`src/hw/rtl/assert_macros.svh`:
```
// -----------------------------------------------------------------------------
// assert_macros.svh
// Concurrent assertion shorthands, clocked on a rising edge and held off
// while the active-low reset is asserted.
// -----------------------------------------------------------------------------
`ifndef ASSERT_MACROS_SVH
`define ASSERT_MACROS_SVH

// Check that an expression holds at every sampled edge.
`define ASSERT_ALWAYS(lbl, clk, rst_n, expr, msg) \
  lbl: assert property (@(posedge clk) disable iff (!(rst_n)) (expr)) \
    else $error(msg);

// Check that a condition implies a consequence in the same cycle.
`define ASSERT_IMPLIES(lbl, clk, rst_n, ante, cons, msg) \
  lbl: assert property (@(posedge clk) disable iff (!(rst_n)) (ante) |-> (cons)) \
    else $error(msg);

`endif

```
`src/hw/rtl/keymx_pkg.sv`:
```
// -----------------------------------------------------------------------------
// keymx_pkg
// Shared types and constants of the keypad matrix event scanner.
// -----------------------------------------------------------------------------
`default_nettype none

package keymx_pkg;

  localparam int unsigned MAX_KEYS  = 16;
  localparam int unsigned NUM_SLOTS = MAX_KEYS + 1;  // keys plus encoder
  localparam int unsigned SLOT_W    = 5;
  localparam int unsigned CODE_W    = 5;
  localparam int unsigned KIND_W    = 2;
  localparam int unsigned CFG_IDX_W = 8;
  localparam int unsigned CFG_DAT_W = 16;
  localparam int unsigned ENABLE_W  = 3;

  localparam logic [CODE_W-1:0] CODE_ENC_LEFT  = 5'd16;
  localparam logic [CODE_W-1:0] CODE_ENC_RIGHT = 5'd17;

  localparam logic [CFG_IDX_W-1:0] REG_PRESENT_KEYS = 8'd0;
  localparam logic [CFG_IDX_W-1:0] REG_HOLD_MS      = 8'd1;
  localparam logic [CFG_IDX_W-1:0] REG_LONG_MS      = 8'd2;
  localparam logic [CFG_IDX_W-1:0] REG_EVENT_ENABLE = 8'd3;

  localparam logic [15:0]         RST_PRESENT_KEYS = 16'h137F;
  localparam logic [15:0]         RST_HOLD_MS      = 16'd100;
  localparam logic [15:0]         RST_LONG_MS      = 16'd500;
  localparam logic [ENABLE_W-1:0] RST_EVENT_ENABLE = 3'd1;

  typedef enum logic [KIND_W-1:0] {
    KIND_PRESS   = 2'd0,
    KIND_RELEASE = 2'd1,
    KIND_LONG    = 2'd2
  } kind_e;

  // Per-key lane result and state view.
  typedef struct packed {
    logic  fire;
    kind_e kind;
    logic  timing;
    logic  long_rep;
  } lane_out_t;

  // Merge stage status toward the scan side.
  typedef struct packed {
    logic load_ok;
    logic busy;
  } merge_stat_t;

endpackage

`default_nettype wire

```
`src/hw/rtl/keymx_if.sv`:
```
// -----------------------------------------------------------------------------
// keymx_if
// Valid/ready channels of the scanner: scan ticks, events and config writes.
// -----------------------------------------------------------------------------
`default_nettype none

interface keymx_scan_if;
  logic        valid;
  logic        ready;
  logic [31:0] now_ms;
  logic [15:0] key_levels;
  logic        enc_left_pin;
  logic        enc_right_pin;
  modport source (output valid, now_ms, key_levels, enc_left_pin, enc_right_pin,
                  input ready);
  modport sink   (input valid, now_ms, key_levels, enc_left_pin, enc_right_pin,
                  output ready);
endinterface

interface keymx_event_if;
  logic                         valid;
  logic                         ready;
  logic [keymx_pkg::CODE_W-1:0] key_code;
  logic [keymx_pkg::KIND_W-1:0] event_kind;
  logic                         last_of_scan;
  modport source (output valid, key_code, event_kind, last_of_scan, input ready);
  modport sink   (input valid, key_code, event_kind, last_of_scan, output ready);
endinterface

interface keymx_cfg_if;
  logic                            valid;
  logic                            ready;
  logic [keymx_pkg::CFG_IDX_W-1:0] index;
  logic [keymx_pkg::CFG_DAT_W-1:0] data;
  modport source (output valid, index, data, input ready);
  modport sink   (input valid, index, data, output ready);
endinterface

`default_nettype wire

```
`src/hw/rtl/keymx_lane.sv`:
```
// -----------------------------------------------------------------------------
// keymx_lane
// One key position: lockout timer, press stamp and long-press flag.
// -----------------------------------------------------------------------------
`default_nettype none

module keymx_lane #(
  parameter int unsigned TIME_WIDTH = 32
) (
  input  wire                         clk_i,
  input  wire                         rst_ni,
  input  wire                         step_i,
  input  wire                         present_i,
  input  wire                         pressed_i,
  input  wire  [TIME_WIDTH-1:0]       now_i,
  input  wire  [15:0]                 hold_ms_i,
  input  wire  [15:0]                 long_ms_i,
  input  wire  [keymx_pkg::ENABLE_W-1:0] enable_i,
  output keymx_pkg::lane_out_t        lane_o
);
  import keymx_pkg::*;

  logic [TIME_WIDTH-1:0] stamp_q, stamp_d;
  logic                  timing_q, timing_d;
  logic                  long_q, long_d;
  logic [TIME_WIDTH-1:0] elapsed;
  logic                  fire;
  kind_e                 kind;

  assign elapsed = now_i - stamp_q;

  always_comb begin
    stamp_d  = stamp_q;
    timing_d = timing_q;
    long_d   = long_q;
    fire     = 1'b0;
    kind     = KIND_PRESS;
    if (present_i) begin
      if (timing_q) begin
        if (elapsed > TIME_WIDTH'(hold_ms_i)) begin
          if (!pressed_i) begin
            // released after lockout: stop timing
            timing_d = 1'b0;
            long_d   = 1'b0;
            kind     = KIND_RELEASE;
            fire     = !long_q && enable_i[KIND_RELEASE];
          end else if (elapsed > TIME_WIDTH'(long_ms_i) && !long_q) begin
            long_d = 1'b1;
            kind   = KIND_LONG;
            fire   = enable_i[KIND_LONG];
          end
        end
      end else if (pressed_i && !long_q) begin
        timing_d = 1'b1;
        stamp_d  = now_i;
        kind     = KIND_PRESS;
        fire     = enable_i[KIND_PRESS];
      end
    end
  end

  always_ff @(posedge clk_i or negedge rst_ni) begin
    if (!rst_ni) begin
      stamp_q  <= '0;
      timing_q <= 1'b0;
      long_q   <= 1'b0;
    end else if (step_i) begin
      stamp_q  <= stamp_d;
      timing_q <= timing_d;
      long_q   <= long_d;
    end
  end

  assign lane_o.fire     = fire;
  assign lane_o.kind     = kind;
  assign lane_o.timing   = timing_q;
  assign lane_o.long_rep = long_q;

endmodule

`default_nettype wire

```
`src/hw/rtl/keymx_merge.sv`:
```
// -----------------------------------------------------------------------------
// keymx_merge
// Collect one tick's lane events and hand them out lowest slot first.
// -----------------------------------------------------------------------------
`default_nettype none

module keymx_merge (
  input  wire                                   clk_i,
  input  wire                                   rst_ni,
  input  wire                                   load_i,
  input  wire  [keymx_pkg::NUM_SLOTS-1:0]       fire_i,
  input  keymx_pkg::kind_e [keymx_pkg::MAX_KEYS-1:0] kind_i,
  input  wire                                   enc_right_i,
  output keymx_pkg::merge_stat_t                stat_o,
  keymx_event_if.source                         evt_o
);
  import keymx_pkg::*;

  logic [NUM_SLOTS-1:0] pend_q, pend_d;
  kind_e [MAX_KEYS-1:0] kind_q;
  logic                 enc_right_q;

  logic                 out_valid_q, out_valid_d;
  logic [CODE_W-1:0]    out_code_q, out_code_d;
  kind_e                out_kind_q, out_kind_d;
  logic                 out_last_q, out_last_d;

  logic [SLOT_W-1:0]    sel;
  logic [NUM_SLOTS-1:0] pend_after;
  logic                 move;
  logic                 last;

  // lowest pending slot
  always_comb begin
    sel = '0;
    for (int i = NUM_SLOTS - 1; i >= 0; i--) begin
      if (pend_q[i]) begin
        sel = SLOT_W'(i);
      end
    end
  end

  assign pend_after = pend_q & ~(NUM_SLOTS'(1) << sel);
  assign move       = (|pend_q) && (!out_valid_q || evt_o.ready);
  assign last       = (pend_after == '0);

  assign stat_o.load_ok = (pend_q == '0) || (move && last);
  assign stat_o.busy    = (pend_q != '0);

  always_comb begin
    pend_d = pend_q;
    if (load_i) begin
      pend_d = fire_i;
    end else if (move) begin
      pend_d = pend_after;
    end
  end

  always_comb begin
    out_valid_d = out_valid_q;
    out_code_d  = out_code_q;
    out_kind_d  = out_kind_q;
    out_last_d  = out_last_q;
    if (move) begin
      out_valid_d = 1'b1;
      out_last_d  = last;
      if (sel == SLOT_W'(MAX_KEYS)) begin
        out_code_d = enc_right_q ? CODE_ENC_RIGHT : CODE_ENC_LEFT;
        out_kind_d = KIND_PRESS;
      end else begin
        out_code_d = CODE_W'(sel);
        out_kind_d = kind_q[sel[SLOT_W-2:0]];
      end
    end else if (evt_o.ready) begin
      out_valid_d = 1'b0;
    end
  end

  always_ff @(posedge clk_i or negedge rst_ni) begin
    if (!rst_ni) begin
      pend_q      <= '0;
      out_valid_q <= 1'b0;
    end else begin
      pend_q      <= pend_d;
      out_valid_q <= out_valid_d;
    end
  end

  // payload: no reset
  always_ff @(posedge clk_i) begin
    if (load_i) begin
      kind_q      <= kind_i;
      enc_right_q <= enc_right_i;
    end
    out_code_q <= out_code_d;
    out_kind_q <= out_kind_d;
    out_last_q <= out_last_d;
  end

  assign evt_o.valid        = out_valid_q;
  assign evt_o.key_code     = out_code_q;
  assign evt_o.event_kind   = out_kind_q;
  assign evt_o.last_of_scan = out_last_q;

endmodule

`default_nettype wire

```
`src/hw/rtl/keypad_matrix_event_scanner.sv`:
```
// -----------------------------------------------------------------------------
// keypad_matrix_event_scanner
// Matrix keypad scanner with lockout timers, long-press detection and a
// two-pin encoder, one lane per key position feeding an event merge stage.
// -----------------------------------------------------------------------------
//   channel   dir  beat carries
//   scan_i    in   now_ms, key_levels, enc_left_pin, enc_right_pin
//   evt_o     out  key_code, event_kind, last_of_scan
//   cfg_i     in   index, data (present_keys, hold_ms, long_ms, event_enable)
//
// A scan beat updates every lane in the cycle it is taken; its events then
// leave one per cycle while evt_o is not stalled, up to 17 per tick, drained
// from the merge buffer by the single output register.
// The next scan beat is taken in the cycle the previous tick's last event
// moves to the output register; a stalled evt_o holds that register.
// Reset clears all timers, flags and the encoder arm; no clearing pass.
// -----------------------------------------------------------------------------
`default_nettype none

module keypad_matrix_event_scanner #(
  parameter int unsigned ROWS       = 4,
  parameter int unsigned COLS       = 4,
  parameter int unsigned TIME_WIDTH = 32
) (
  input  wire           clk_i,
  input  wire           rst_ni,
  keymx_scan_if.sink    scan_i,
  keymx_event_if.source evt_o,
  keymx_cfg_if.sink     cfg_i
);
  import keymx_pkg::*;

  // Scanned positions: never more than sixteen.
  localparam int unsigned NLANES = (ROWS * COLS < MAX_KEYS) ? ROWS * COLS : MAX_KEYS;

  // ---------------------------------------------------------------------------
  // Configuration registers
  // ---------------------------------------------------------------------------
  logic [15:0]         present_q;
  logic [15:0]         hold_ms_q;
  logic [15:0]         long_ms_q;
  logic [ENABLE_W-1:0] enable_q;
  logic                cfg_we;

  assign cfg_i.ready = 1'b1;
  assign cfg_we      = cfg_i.valid && cfg_i.ready;

  always_ff @(posedge clk_i or negedge rst_ni) begin
    if (!rst_ni) begin
      present_q <= RST_PRESENT_KEYS;
      hold_ms_q <= RST_HOLD_MS;
      long_ms_q <= RST_LONG_MS;
      enable_q  <= RST_EVENT_ENABLE;
    end else if (cfg_we) begin
      case (cfg_i.index)
        REG_PRESENT_KEYS: present_q <= cfg_i.data;
        REG_HOLD_MS:      hold_ms_q <= cfg_i.data;
        REG_LONG_MS:      long_ms_q <= cfg_i.data;
        REG_EVENT_ENABLE: enable_q  <= cfg_i.data[ENABLE_W-1:0];
        default: begin
          // drop writes to unknown indexes
        end
      endcase
    end
  end

  // ---------------------------------------------------------------------------
  // Scan handshake
  // ---------------------------------------------------------------------------
  merge_stat_t           mstat;
  logic                  scan_acc;
  logic [TIME_WIDTH-1:0] now;

  assign scan_i.ready = mstat.load_ok;
  assign scan_acc     = scan_i.valid && scan_i.ready;
  assign now          = scan_i.now_ms[TIME_WIDTH-1:0];

  // ---------------------------------------------------------------------------
  // Key lanes: one per scanned position, all evaluated on the same beat
  // ---------------------------------------------------------------------------
  lane_out_t [NLANES-1:0]   lane;
  logic [NUM_SLOTS-1:0]     fire;
  kind_e [MAX_KEYS-1:0]     kinds;
  logic [MAX_KEYS-1:0]      timing_vec;
  logic [MAX_KEYS-1:0]      long_vec;

  for (genvar p = 0; p < MAX_KEYS; p++) begin : g_key
    if (p < NLANES) begin : g_lane
      keymx_lane #(
        .TIME_WIDTH (TIME_WIDTH)
      ) u_lane (
        .clk_i     (clk_i),
        .rst_ni    (rst_ni),
        .step_i    (scan_acc),
        .present_i (present_q[p]),
        .pressed_i (!scan_i.key_levels[p]),
        .now_i     (now),
        .hold_ms_i (hold_ms_q),
        .long_ms_i (long_ms_q),
        .enable_i  (enable_q),
        .lane_o    (lane[p])
      );
      assign fire[p]       = lane[p].fire;
      assign kinds[p]      = lane[p].kind;
      assign timing_vec[p] = lane[p].timing;
      assign long_vec[p]   = lane[p].long_rep;
    end else begin : g_absent
      assign fire[p]       = 1'b0;
      assign kinds[p]      = KIND_PRESS;
      assign timing_vec[p] = 1'b0;
      assign long_vec[p]   = 1'b0;
    end
  end

  // ---------------------------------------------------------------------------
  // Encoder: arm on both pins high, fire on the first single-pin level
  // ---------------------------------------------------------------------------
  logic armed_q, armed_d;
  logic enc_step;
  logic enc_right;

  always_comb begin
    armed_d   = armed_q;
    enc_step  = 1'b0;
    enc_right = 1'b0;
    if (scan_i.enc_left_pin && scan_i.enc_right_pin) begin
      armed_d = 1'b1;
    end else if (armed_q && (scan_i.enc_left_pin != scan_i.enc_right_pin)) begin
      armed_d   = 1'b0;
      enc_step  = 1'b1;
      enc_right = scan_i.enc_right_pin;
    end
  end

  always_ff @(posedge clk_i or negedge rst_ni) begin
    if (!rst_ni) begin
      armed_q <= 1'b0;
    end else if (scan_acc) begin
      armed_q <= armed_d;
    end
  end

  // encoder events are press kind and follow the press enable
  assign fire[MAX_KEYS] = enc_step && enable_q[KIND_PRESS];

  // ---------------------------------------------------------------------------
  // Merge: buffer this tick's events, hand out in scan order
  // ---------------------------------------------------------------------------
  keymx_merge u_merge (
    .clk_i       (clk_i),
    .rst_ni      (rst_ni),
    .load_i      (scan_acc),
    .fire_i      (fire),
    .kind_i      (kinds),
    .enc_right_i (enc_right),
    .stat_o      (mstat),
    .evt_o       (evt_o)
  );

  // ---------------------------------------------------------------------------
  // Assertions
  // ---------------------------------------------------------------------------
`include "assert_macros.svh"

  // a long flag only ever stands on a key whose timer runs
  `ASSERT_ALWAYS(a_long_needs_timing, clk_i, rst_ni, ((long_vec & ~timing_vec) == '0),
                 "long flag set on a key that is not timing")

  // an event that is not last of its tick leaves more behind in the buffer
  `ASSERT_IMPLIES(a_more_pending, clk_i, rst_ni, evt_o.valid && !evt_o.last_of_scan,
                  mstat.busy, "non-final event with empty merge buffer")

  // a new tick is never taken while events other than the outgoing one wait
  `ASSERT_IMPLIES(a_no_overrun, clk_i, rst_ni, scan_acc && mstat.busy,
                  $countones(u_merge.pend_q) == 1, "scan taken over pending events")

endmodule

`default_nettype wire

```
`src/flat_wrapper.sv`:
```
// flat-port wrapper written by rule: the top's interface ports become plain ports
module keypad_matrix_event_scanner_flat import keymx_pkg::*;
#(
  parameter int unsigned ROWS       = 4,
  parameter int unsigned COLS       = 4,
  parameter int unsigned TIME_WIDTH = 32
)
  (clk_i, rst_ni, scan_i_valid, scan_i_now_ms, scan_i_key_levels, scan_i_enc_left_pin, scan_i_enc_right_pin, scan_i_ready, evt_o_valid, evt_o_key_code, evt_o_event_kind, evt_o_last_of_scan, evt_o_ready, cfg_i_valid, cfg_i_index, cfg_i_data, cfg_i_ready);
  keymx_scan_if scan_i_i ();
  keymx_event_if evt_o_i ();
  keymx_cfg_if cfg_i_i ();
  input  wire clk_i;
  input  wire rst_ni;
  input wire logic [$bits(scan_i_i.valid)-1:0] scan_i_valid;
  input wire logic [$bits(scan_i_i.now_ms)-1:0] scan_i_now_ms;
  input wire logic [$bits(scan_i_i.key_levels)-1:0] scan_i_key_levels;
  input wire logic [$bits(scan_i_i.enc_left_pin)-1:0] scan_i_enc_left_pin;
  input wire logic [$bits(scan_i_i.enc_right_pin)-1:0] scan_i_enc_right_pin;
  output wire logic [$bits(scan_i_i.ready)-1:0] scan_i_ready;
  output wire logic [$bits(evt_o_i.valid)-1:0] evt_o_valid;
  output wire logic [$bits(evt_o_i.key_code)-1:0] evt_o_key_code;
  output wire logic [$bits(evt_o_i.event_kind)-1:0] evt_o_event_kind;
  output wire logic [$bits(evt_o_i.last_of_scan)-1:0] evt_o_last_of_scan;
  input wire logic [$bits(evt_o_i.ready)-1:0] evt_o_ready;
  input wire logic [$bits(cfg_i_i.valid)-1:0] cfg_i_valid;
  input wire logic [$bits(cfg_i_i.index)-1:0] cfg_i_index;
  input wire logic [$bits(cfg_i_i.data)-1:0] cfg_i_data;
  output wire logic [$bits(cfg_i_i.ready)-1:0] cfg_i_ready;
  assign scan_i_i.valid = scan_i_valid;
  assign scan_i_i.now_ms = scan_i_now_ms;
  assign scan_i_i.key_levels = scan_i_key_levels;
  assign scan_i_i.enc_left_pin = scan_i_enc_left_pin;
  assign scan_i_i.enc_right_pin = scan_i_enc_right_pin;
  assign scan_i_ready = scan_i_i.ready;
  assign evt_o_valid = evt_o_i.valid;
  assign evt_o_key_code = evt_o_i.key_code;
  assign evt_o_event_kind = evt_o_i.event_kind;
  assign evt_o_last_of_scan = evt_o_i.last_of_scan;
  assign evt_o_i.ready = evt_o_ready;
  assign cfg_i_i.valid = cfg_i_valid;
  assign cfg_i_i.index = cfg_i_index;
  assign cfg_i_i.data = cfg_i_data;
  assign cfg_i_ready = cfg_i_i.ready;
  keypad_matrix_event_scanner #(.ROWS(ROWS), .COLS(COLS), .TIME_WIDTH(TIME_WIDTH)) u_core (.clk_i(clk_i), .rst_ni(rst_ni), .scan_i(scan_i_i), .evt_o(evt_o_i), .cfg_i(cfg_i_i));
endmodule
```
`config.mk`:
```
export PLATFORM = sky130hd
export DESIGN_NAME = keypad_matrix_event_scanner_flat
export DESIGN_NICKNAME = d
export VERILOG_FILES = /design/src/hw/rtl/keymx_pkg.sv /design/src/hw/rtl/keymx_if.sv /design/src/hw/rtl/keymx_lane.sv /design/src/hw/rtl/keymx_merge.sv /design/src/hw/rtl/keypad_matrix_event_scanner.sv /design/src/flat_wrapper.sv
export VERILOG_INCLUDE_DIRS = /design/src /design/src/hw/rtl
export SDC_FILE = /design/constraint.sdc
export NUM_CORES = 2
export LEC_CHECK = 0
export BUFFER_PORTS_ARGS = -buffer_cell sky130_fd_sc_hd__buf_4
export CAP_MARGIN = 20
export CORE_AREA = 2 2 337 339
export CTS_CLUSTER_DIAMETER = 100
export CTS_CLUSTER_SIZE = 40
export DETAILED_ROUTE_END_ITERATION = 7
export DIE_AREA = 0 0 339 341
export PLACE_DENSITY_LB_ADDON = 0.25
export SLEW_MARGIN = 20
export SYNTH_ARGS = -nofsm -noshare
export SYNTH_HDL_FRONTEND = slang
export SYNTH_SLANG_ARGS = --single-unit
export TNS_END_PERCENT = 10
```
`constraint.sdc`:
```
create_clock -name clk_i -period 12.55 [get_ports clk_i]
set_input_delay 0 -clock clk_i [delete_from_list [all_inputs] [get_ports clk_i]]
set_output_delay 0 -clock clk_i [all_outputs]
set_load 0.02 [all_outputs]
```
# Word-level counts from Yosys, hierarchy flattened
# Cells that the tools add are included.
[classes]
n_bitwise = 51
n_reduce_logical = 198
n_mux = 253
n_div = 0
n_shift = 1
magnitude_cmp = 33
add_sub_neg = 16
n_eq_ne = 5
mul = 0
[op_table]
columns = ["op", "count"]
rows = [
  ["$gt 32x16->1", 32],
  ["$sub 32x32->32", 16],
  ["$mux 1", 215],
  ["$mux 5", 18],
  ["$reduce_and 5->1", 16],
  ["$reduce_and 4->1", 16],
  ["$reduce_or 4->1", 16],
  ["$logic_and 1x1->1", 54],
  ["$not 1->1", 49],
  ["$reduce_and 3->1", 16],
  ["$reduce_and 2->1", 21],
  ["$reduce_bool 2->1", 19],
  ["$logic_not 17->1", 2],
  ["$mux 17", 2],
  ["$mux 2", 17],
  ["$logic_not 1->1", 33],
  ["$and 17x17->17", 1],
  ["$not 17->17", 1],
  ["$reduce_or 17->1", 1],
  ["$shl 1x5->17 const A", 1],
  ["$eq 8x2->1 const B", 2],
  ["$bmux 2 s4", 1],
  ["$eq 8x1->1 const B", 1],
  ["$logic_not 8->1", 1],
  ["other kinds (5)", 6],
]
[totals]
elab_cells = 648
mem_bits_rw = 0
regBits = 655
memories = 0
latchBits = 0
rom_bits = 0
output_inout_bits = 11
inputBits = 79

# Logic depth before layout (Yosys ltp)
[depth]
word_depth = 25
mapped_depth = 27
mapped_depth_nobuf = 26

# Hierarchy
# From an unflattened synthesis, not the netlist that was laid out.
[hier_totals]
hier_cells = 8930
hier_area_um2 = 71695.0
[by_module_without_submodules]
columns = ["module", "n_inst", "cells_each", "area_each_um2", "seq_area_each_um2"]
rows = [
  ["keymx_lane at u_core.g_key[12].g_lane.u_lane ...", 9, 555, 4192.8, 850.8],
  ["keymx_lane at u_core.g_key[0].g_lane.u_lane ...", 6, 495, 4091.4, 850.8],
  ["keymx_lane at u_core.g_key[9].g_lane.u_lane", 1, 560, 4234.1, 850.8],
  ["keymx_merge", 1, 266, 2932.8, 1681.6],
  ["keypad_matrix_event_scanner", 1, 139, 2244.7, 1326.3],
]

# Worst setup path after synthesis
# Ideal clock, no wire load.
[synth_path]
kind = "input to register"
start = "input scan_i_now_ms[0]"
end = "register u_core.u_merge.kind_q[3] (netlist bit), data pin"
required_ns = 12.288
n_path_buf = 1
stages = 24
arrival_ns = 4.389
setup_slack_ns = 7.900
setup_ns = 0.262
path_cell_list = "inv_1 > clkbuf_1 > ha_1 > inv_1 > fa_1 > a211oi_1 > o21ai_0 > a21o_1 > a21o_1 > and2_1 > o21ai_0 > nand2b_1 > xor2_1 > ha_1 > a21o_1 > a21o_1 > a21o_1 > a221oi_1 > o21ai_0 > a21o_1 > a21oi_1 > a21oi_1 > a21boi_0 > nor4_1"
[synth_between]
elab_chain_cells = 4
word_cells_on_any_way = 7
classes_between = "1 x add/sub; 2 x order compare; 1 x mux; 1 x bitwise; 2 x reduce/logical"
[synth_rtl]
columns = ["item", "line", "rtl"]
rows = [
  ["start, declared", "flat_wrapper.sv:15", "input wire logic [$bits(scan_i_i.now_ms)-1:0] scan_i_now_ms;"],
  ["$sub 32x32->32 *", "keymx_lane.sv:30", "assign elapsed = now_i - stamp_q;"],
  ["$gt 32x16->1 (on tied branches)", "keymx_lane.sv:40, keymx_lane.sv:47", ""],
  ["$not 1->1 (no line) / $logic_and 1x1->1 (equally long branches)", "--", ""],
  ["$reduce_or 4->1 (no line) / $mux 2 (equally long branches)", "--", ""],
  ["end signal, assigned", "keymx_merge.sv:92", "kind_q <= kind_i;"],
  ["end, declared", "keymx_merge.sv:20", "kind_e [MAX_KEYS-1:0] kind_q;"],
]
# Every way passes the cells marked *; elsewhere a longest branch is shown, timed or not.
# A chain may end at the register's enable or synchronous reset.

# Final worst setup path
[layout_path]
start = "register u_core.u_merge.pend_q[5]"
end = "register u_core.g_key[3].g_lane.u_lane.stamp_q[24]"
[layout_between]
elab_chain_cells = 14
word_cells_on_any_way = 17
classes_between = "1 x shift; 6 x mux; 2 x bitwise; 8 x reduce/logical"
[layout_rtl]
columns = ["item", "line", "rtl"]
rows = [
  ["start, declared", "keymx_merge.sv:19", "logic [NUM_SLOTS-1:0] pend_q, pend_d;"],
  ["start signal, assigned", "keymx_merge.sv:84", "pend_q <= pend_d;"],
  ["$mux 5 (6 in a row)", "keymx_merge.sv:37", "if (pend_q[i]) begin"],
  ["$shl 1x5->17", "keymx_merge.sv:43", "assign pend_after = pend_q & ~(NUM_SLOTS'(1) << sel);"],
  ["$not 17->17", "keymx_merge.sv:43", ""],
  ["$and 17x17->17", "keymx_merge.sv:43", ""],
  ["$logic_not 17->1", "keymx_merge.sv:45", "assign last = (pend_after == '0);"],
  ["$logic_and 1x1->1", "keymx_merge.sv:47", "assign stat_o.load_ok = (pend_q == '0) || (move && last);"],
  ["$logic_or 1x1->1 *", "keymx_merge.sv:47", ""],
  ["$logic_and 1x1->1 *", "keypad_matrix_event_scanner.sv:75", "assign scan_acc = scan_i.valid && scan_i.ready;"],
  ["$reduce_and 4->1 (no line) *", "--", ""],
  ["end signal, assigned", "keymx_lane.sv:68", "stamp_q <= stamp_d;"],
  ["end, declared", "keymx_lane.sv:23", "logic [TIME_WIDTH-1:0] stamp_q, stamp_d;"],
]
# Marks and branches as above.

==> run_results.csv <==
group,metric,value,unit
power_and_ir_drop,static-leakage-power,32.89,nW
clock_network,clock_path_buffers,3,
timing,setup_violations,0,
timing,slew_violations,0,
power_and_ir_drop,pwr_density_cell,158.2,mW/mm²
logic_synthesis,synth_fp_nets,9100,
placement,place_hpwl,158800,µm
timing,period_needed,6.057,ns
global_route,overflow,0,
cells_and_area,final_util,0.6370,
power_and_ir_drop,finalPower,11.27,mW
routing,wire_per_inst,21.97,µm
cells_and_area,fillers,9665,
cells_and_area,syn2layout_area_growth,6.867,%
job,cap_violations,0,
timing,slew-limit-headroom,0.2364,
clock_network,cts-root-buf,"clkbuf_16",
clock_network,cts_made_buffers,38,
logic_synthesis,yosys_warnings,0,
logic_synthesis,synth_ff_type,"dfrtp_1",
logic_synthesis,avgSynthCellArea,8.340,µm²
setup_path,worstSetupPathType,"register to register",
cells_and_area,layout_commonest_cell,"ha_1",
setup_path,rr_worst_depth,14,
timing,hold_viol_final,0,
min_path,min_delay_path_depth,3,
floorplan,fp.dieW,339,µm
placement,gp_congestion,1.032,
clock_network,cts.clk_slew.worst_paths,0.11,ns
floorplan,initial_utilization,0.5960,
global_route,grt.total_usage,0.3553,
floorplan,ios,90,
timing,whs,0.1389,ns
routing,vias,61800,
min_path,hold_end,"u_core.hold_ms_q[13]$_DFFE_PN0P_",
global_route,grt_pass1_vias,57440,
routing,antenna_left,0,
floorplan,num_rows,123,
timing,rsz0062_at_grt,"no",
placement,numPortBuffers,88,
floorplan,core_area,0.1119,mm²
logic_synthesis,synth-seq-cells,655,
global_route,grt_pass1_wl,325600,µm
clock_network,htree_levels,2,
cells_and_area,fin_cells,9591,
clock_network,cts_tree,"done",
clock_network,post_cts_resize_count,0,
cells_and_area,layout_common_cells,"1009 x ha_1, 717 x o21ai_0, 717 x inv_1",
setup_path,crit_start,"u_core.u_merge.pend_q[5]$_DFFE_PN0P_",
routing,dr.pass1.iters,6,
global_route,antenna_found_initial,15,
cells_and_area,drive_gt1_frac,0.07932,
setup_path,required,13.07,ns
timing,clock_skew,0.06294,ns
timing,tightestPinTransition,1.145,ns
setup_path,rrSetupSlack,6.49,ns
setup_path,crit_path_end_kind,"register",
global_route,grt_max_degree,137,
power_and_ir_drop,peakVddDrop,137.9,µV
timing,finalCritPeriodShare,0.4827,
logic_synthesis,syn-instance-count,7996,
logic_synthesis,synthArstFlopShare,0.9374,
logic_synthesis,synth.distinct_cells,96,
floorplan,die-area,0.1156,mm²
placement,post-place-cells,9428,
logic_synthesis,synth_edf_count,41,
clock_network,cts.sinks,655,
min_path,hold_class,"input pin to register",
timing,timing.fmax,0.1651,GHz
routing,post_drt_via_cell_ratio,6.443,
routing,wl,210700,µm
min_path,min_from,"cfg_i_data[13]",
routing,drt_iter0_drc,5451,
logic_synthesis,synth_area,0.06669,mm²
setup_path,worstSetupStartpointType,"register",
setup_path,r2r_end,"u_core.g_key[3].g_lane.u_lane.stamp_q[24]$_DFFE_PN0P_",
setup_path,timing.rr.start,"u_core.u_merge.pend_q[5]$_DFFE_PN0P_",
setup_path,cp_max_fo,48,
setup_path,arrival,6.58,ns
floorplan,die_h,341,µm
cells_and_area,nets,9156,
clock_network,clock_latency,0.70,ns
routing,drc_errors,0,
outcome,outcome,"finished, final reports clean",
timing,fin_setup_tns,0,ns
logic_synthesis,ys_seq_area_frac,0.2492,
-- worst max path at each step --
| stage | end | slack (ns) | cells after the start |
|---|---|---|---|
| after floorplan | u_core.u_merge.kind_q[3]$_SDFFCE_PP0N_ | 7.90 | 24 |
| after global placement | u_core.g_key[3].g_lane.u_lane.stamp_q[29]$_DFFE_PN0P_ | 6.81 | 14 |
| after detailed placement | u_core.g_key[3].g_lane.u_lane.stamp_q[24]$_DFFE_PN0P_ | 6.66 | 14 |
| after CTS | u_core.g_key[3].g_lane.u_lane.stamp_q[24]$_DFFE_PN0P_ | 6.62 | 14 |
| after global routing | u_core.g_key[3].g_lane.u_lane.stamp_q[24]$_DFFE_PN0P_ | 5.99 | 14 |
| final | u_core.g_key[3].g_lane.u_lane.stamp_q[24]$_DFFE_PN0P_ | 6.49 | 14 |
-- registers in the layout (all words and copies together) (netlist names), 2 cells and up --
register and count:
u_core.g_key.g_lane.u_lane.stamp_q 512, u_core.u_merge.kind_q 32, u_core.u_merge.pend_q 17, u_core.g_key.g_lane.u_lane.long_q 16, u_core.g_key.g_lane.u_lane.timing_q 16, u_core.hold_ms_q 16, u_core.long_ms_q 16, u_core.present_q 16
u_core.u_merge.evt_o.key_code 5, u_core.enable_q 3, u_core.u_merge.evt_o.event_kind 2
-- layer usage --
metal	up-vias	share of wire	global-route usage
met1	29400	0.43	0.4901
met4	16	0.052	0.1647
met5	-	0.00050	0
li1	29340	-	-
met2	2584	0.42	0.5439
met3	455	0.094	0.06005
-- cell usage after synthesis, types with 122 or more instances --
cell type  instances  area [µm²]
o21ai_0          717        3588
a21o_1           306        2297
nor2_1           453        1700
xor2_1           130        1139
dfrtp_1          594       14860
nand2_1          710        2665
nor3_1           125       625.6
nand3_1          148       740.7
mux2_2           241        2714
nand4_1          176        1101
clkbuf_1         218       818.3
ha_1            1009       12620
xnor2_1          195        1708
a21oi_1          648        3243
inv_1            717        2691
nor2b_1          122       763.2
-- metrics by stage --
step / instance area [µm²] / worst slack (ns)
2_1_floorplan: 66690 / 7.900
3_3_place_gp: 68990 / 6.805
3_5_place_dp: 68990 / 6.655
4_1_cts: 71210 / 6.621
5_1_grt: 71250 / 5.989
6_report: 71260 / 6.493
-- area by class of cell --
class,instances,area [µm²],area share
multi-input combinational,6370,46390,0.6510
inverter,719,2700,0.03789
clock inverter,26,365.4,0.005127
clock buffer,43,1011,0.01419
timing repair buffer,268,2271,0.03187
antenna,10,25.02,0.0003511
tap,1500,1877,0.02634
sequential,655,16620,0.2332
-- where the power goes --
group / switching, mW / internal (mW)
registers: 0.187 / 2.53
clock network: 0.912 / 0.644
logic: 4.12 / 2.88
-- worst max-delay path: stages, from the launching register on --
cell and delay [ns]:
dfrtp_1 0.51, nor2_1 0.43, nand3_1 0.15, o21bai_2 0.71, o211ai_1 0.30, a222oi_1 0.48
o2111ai_1 0.31, o31ai_4 0.35, nand2_4 0.25, clkinv_2 0.33, buf_4 0.57, nand2_1 0.18
nor3_1 0.26, nand2b_2 0.53, mux2_2 0.48
-- logic make-up (layout without fill, tap and decap cells) --
group	after synthesis	after routing	synth area share
mux	351	351	0.06119
fa+ha+maj	1025	1025	0.1941
flops	655	655	0.2492
other cells	1	11	0.00005623
buf+inv	971	1056	0.05588
simple gates	2141	2141	0.1573
compound gates	2527	2527	0.2395
xor+xnor	325	325	0.04269
-- what timing repair did --
| action | 4_1_cts | 5_1_grt |
|---|---|---|
| hold buffers | 82 | 0 |
| hold endpoints to repair | 492 | 0 |
| buffers inserted | 0 | 0 |
(Power assumes the default switching activity.)
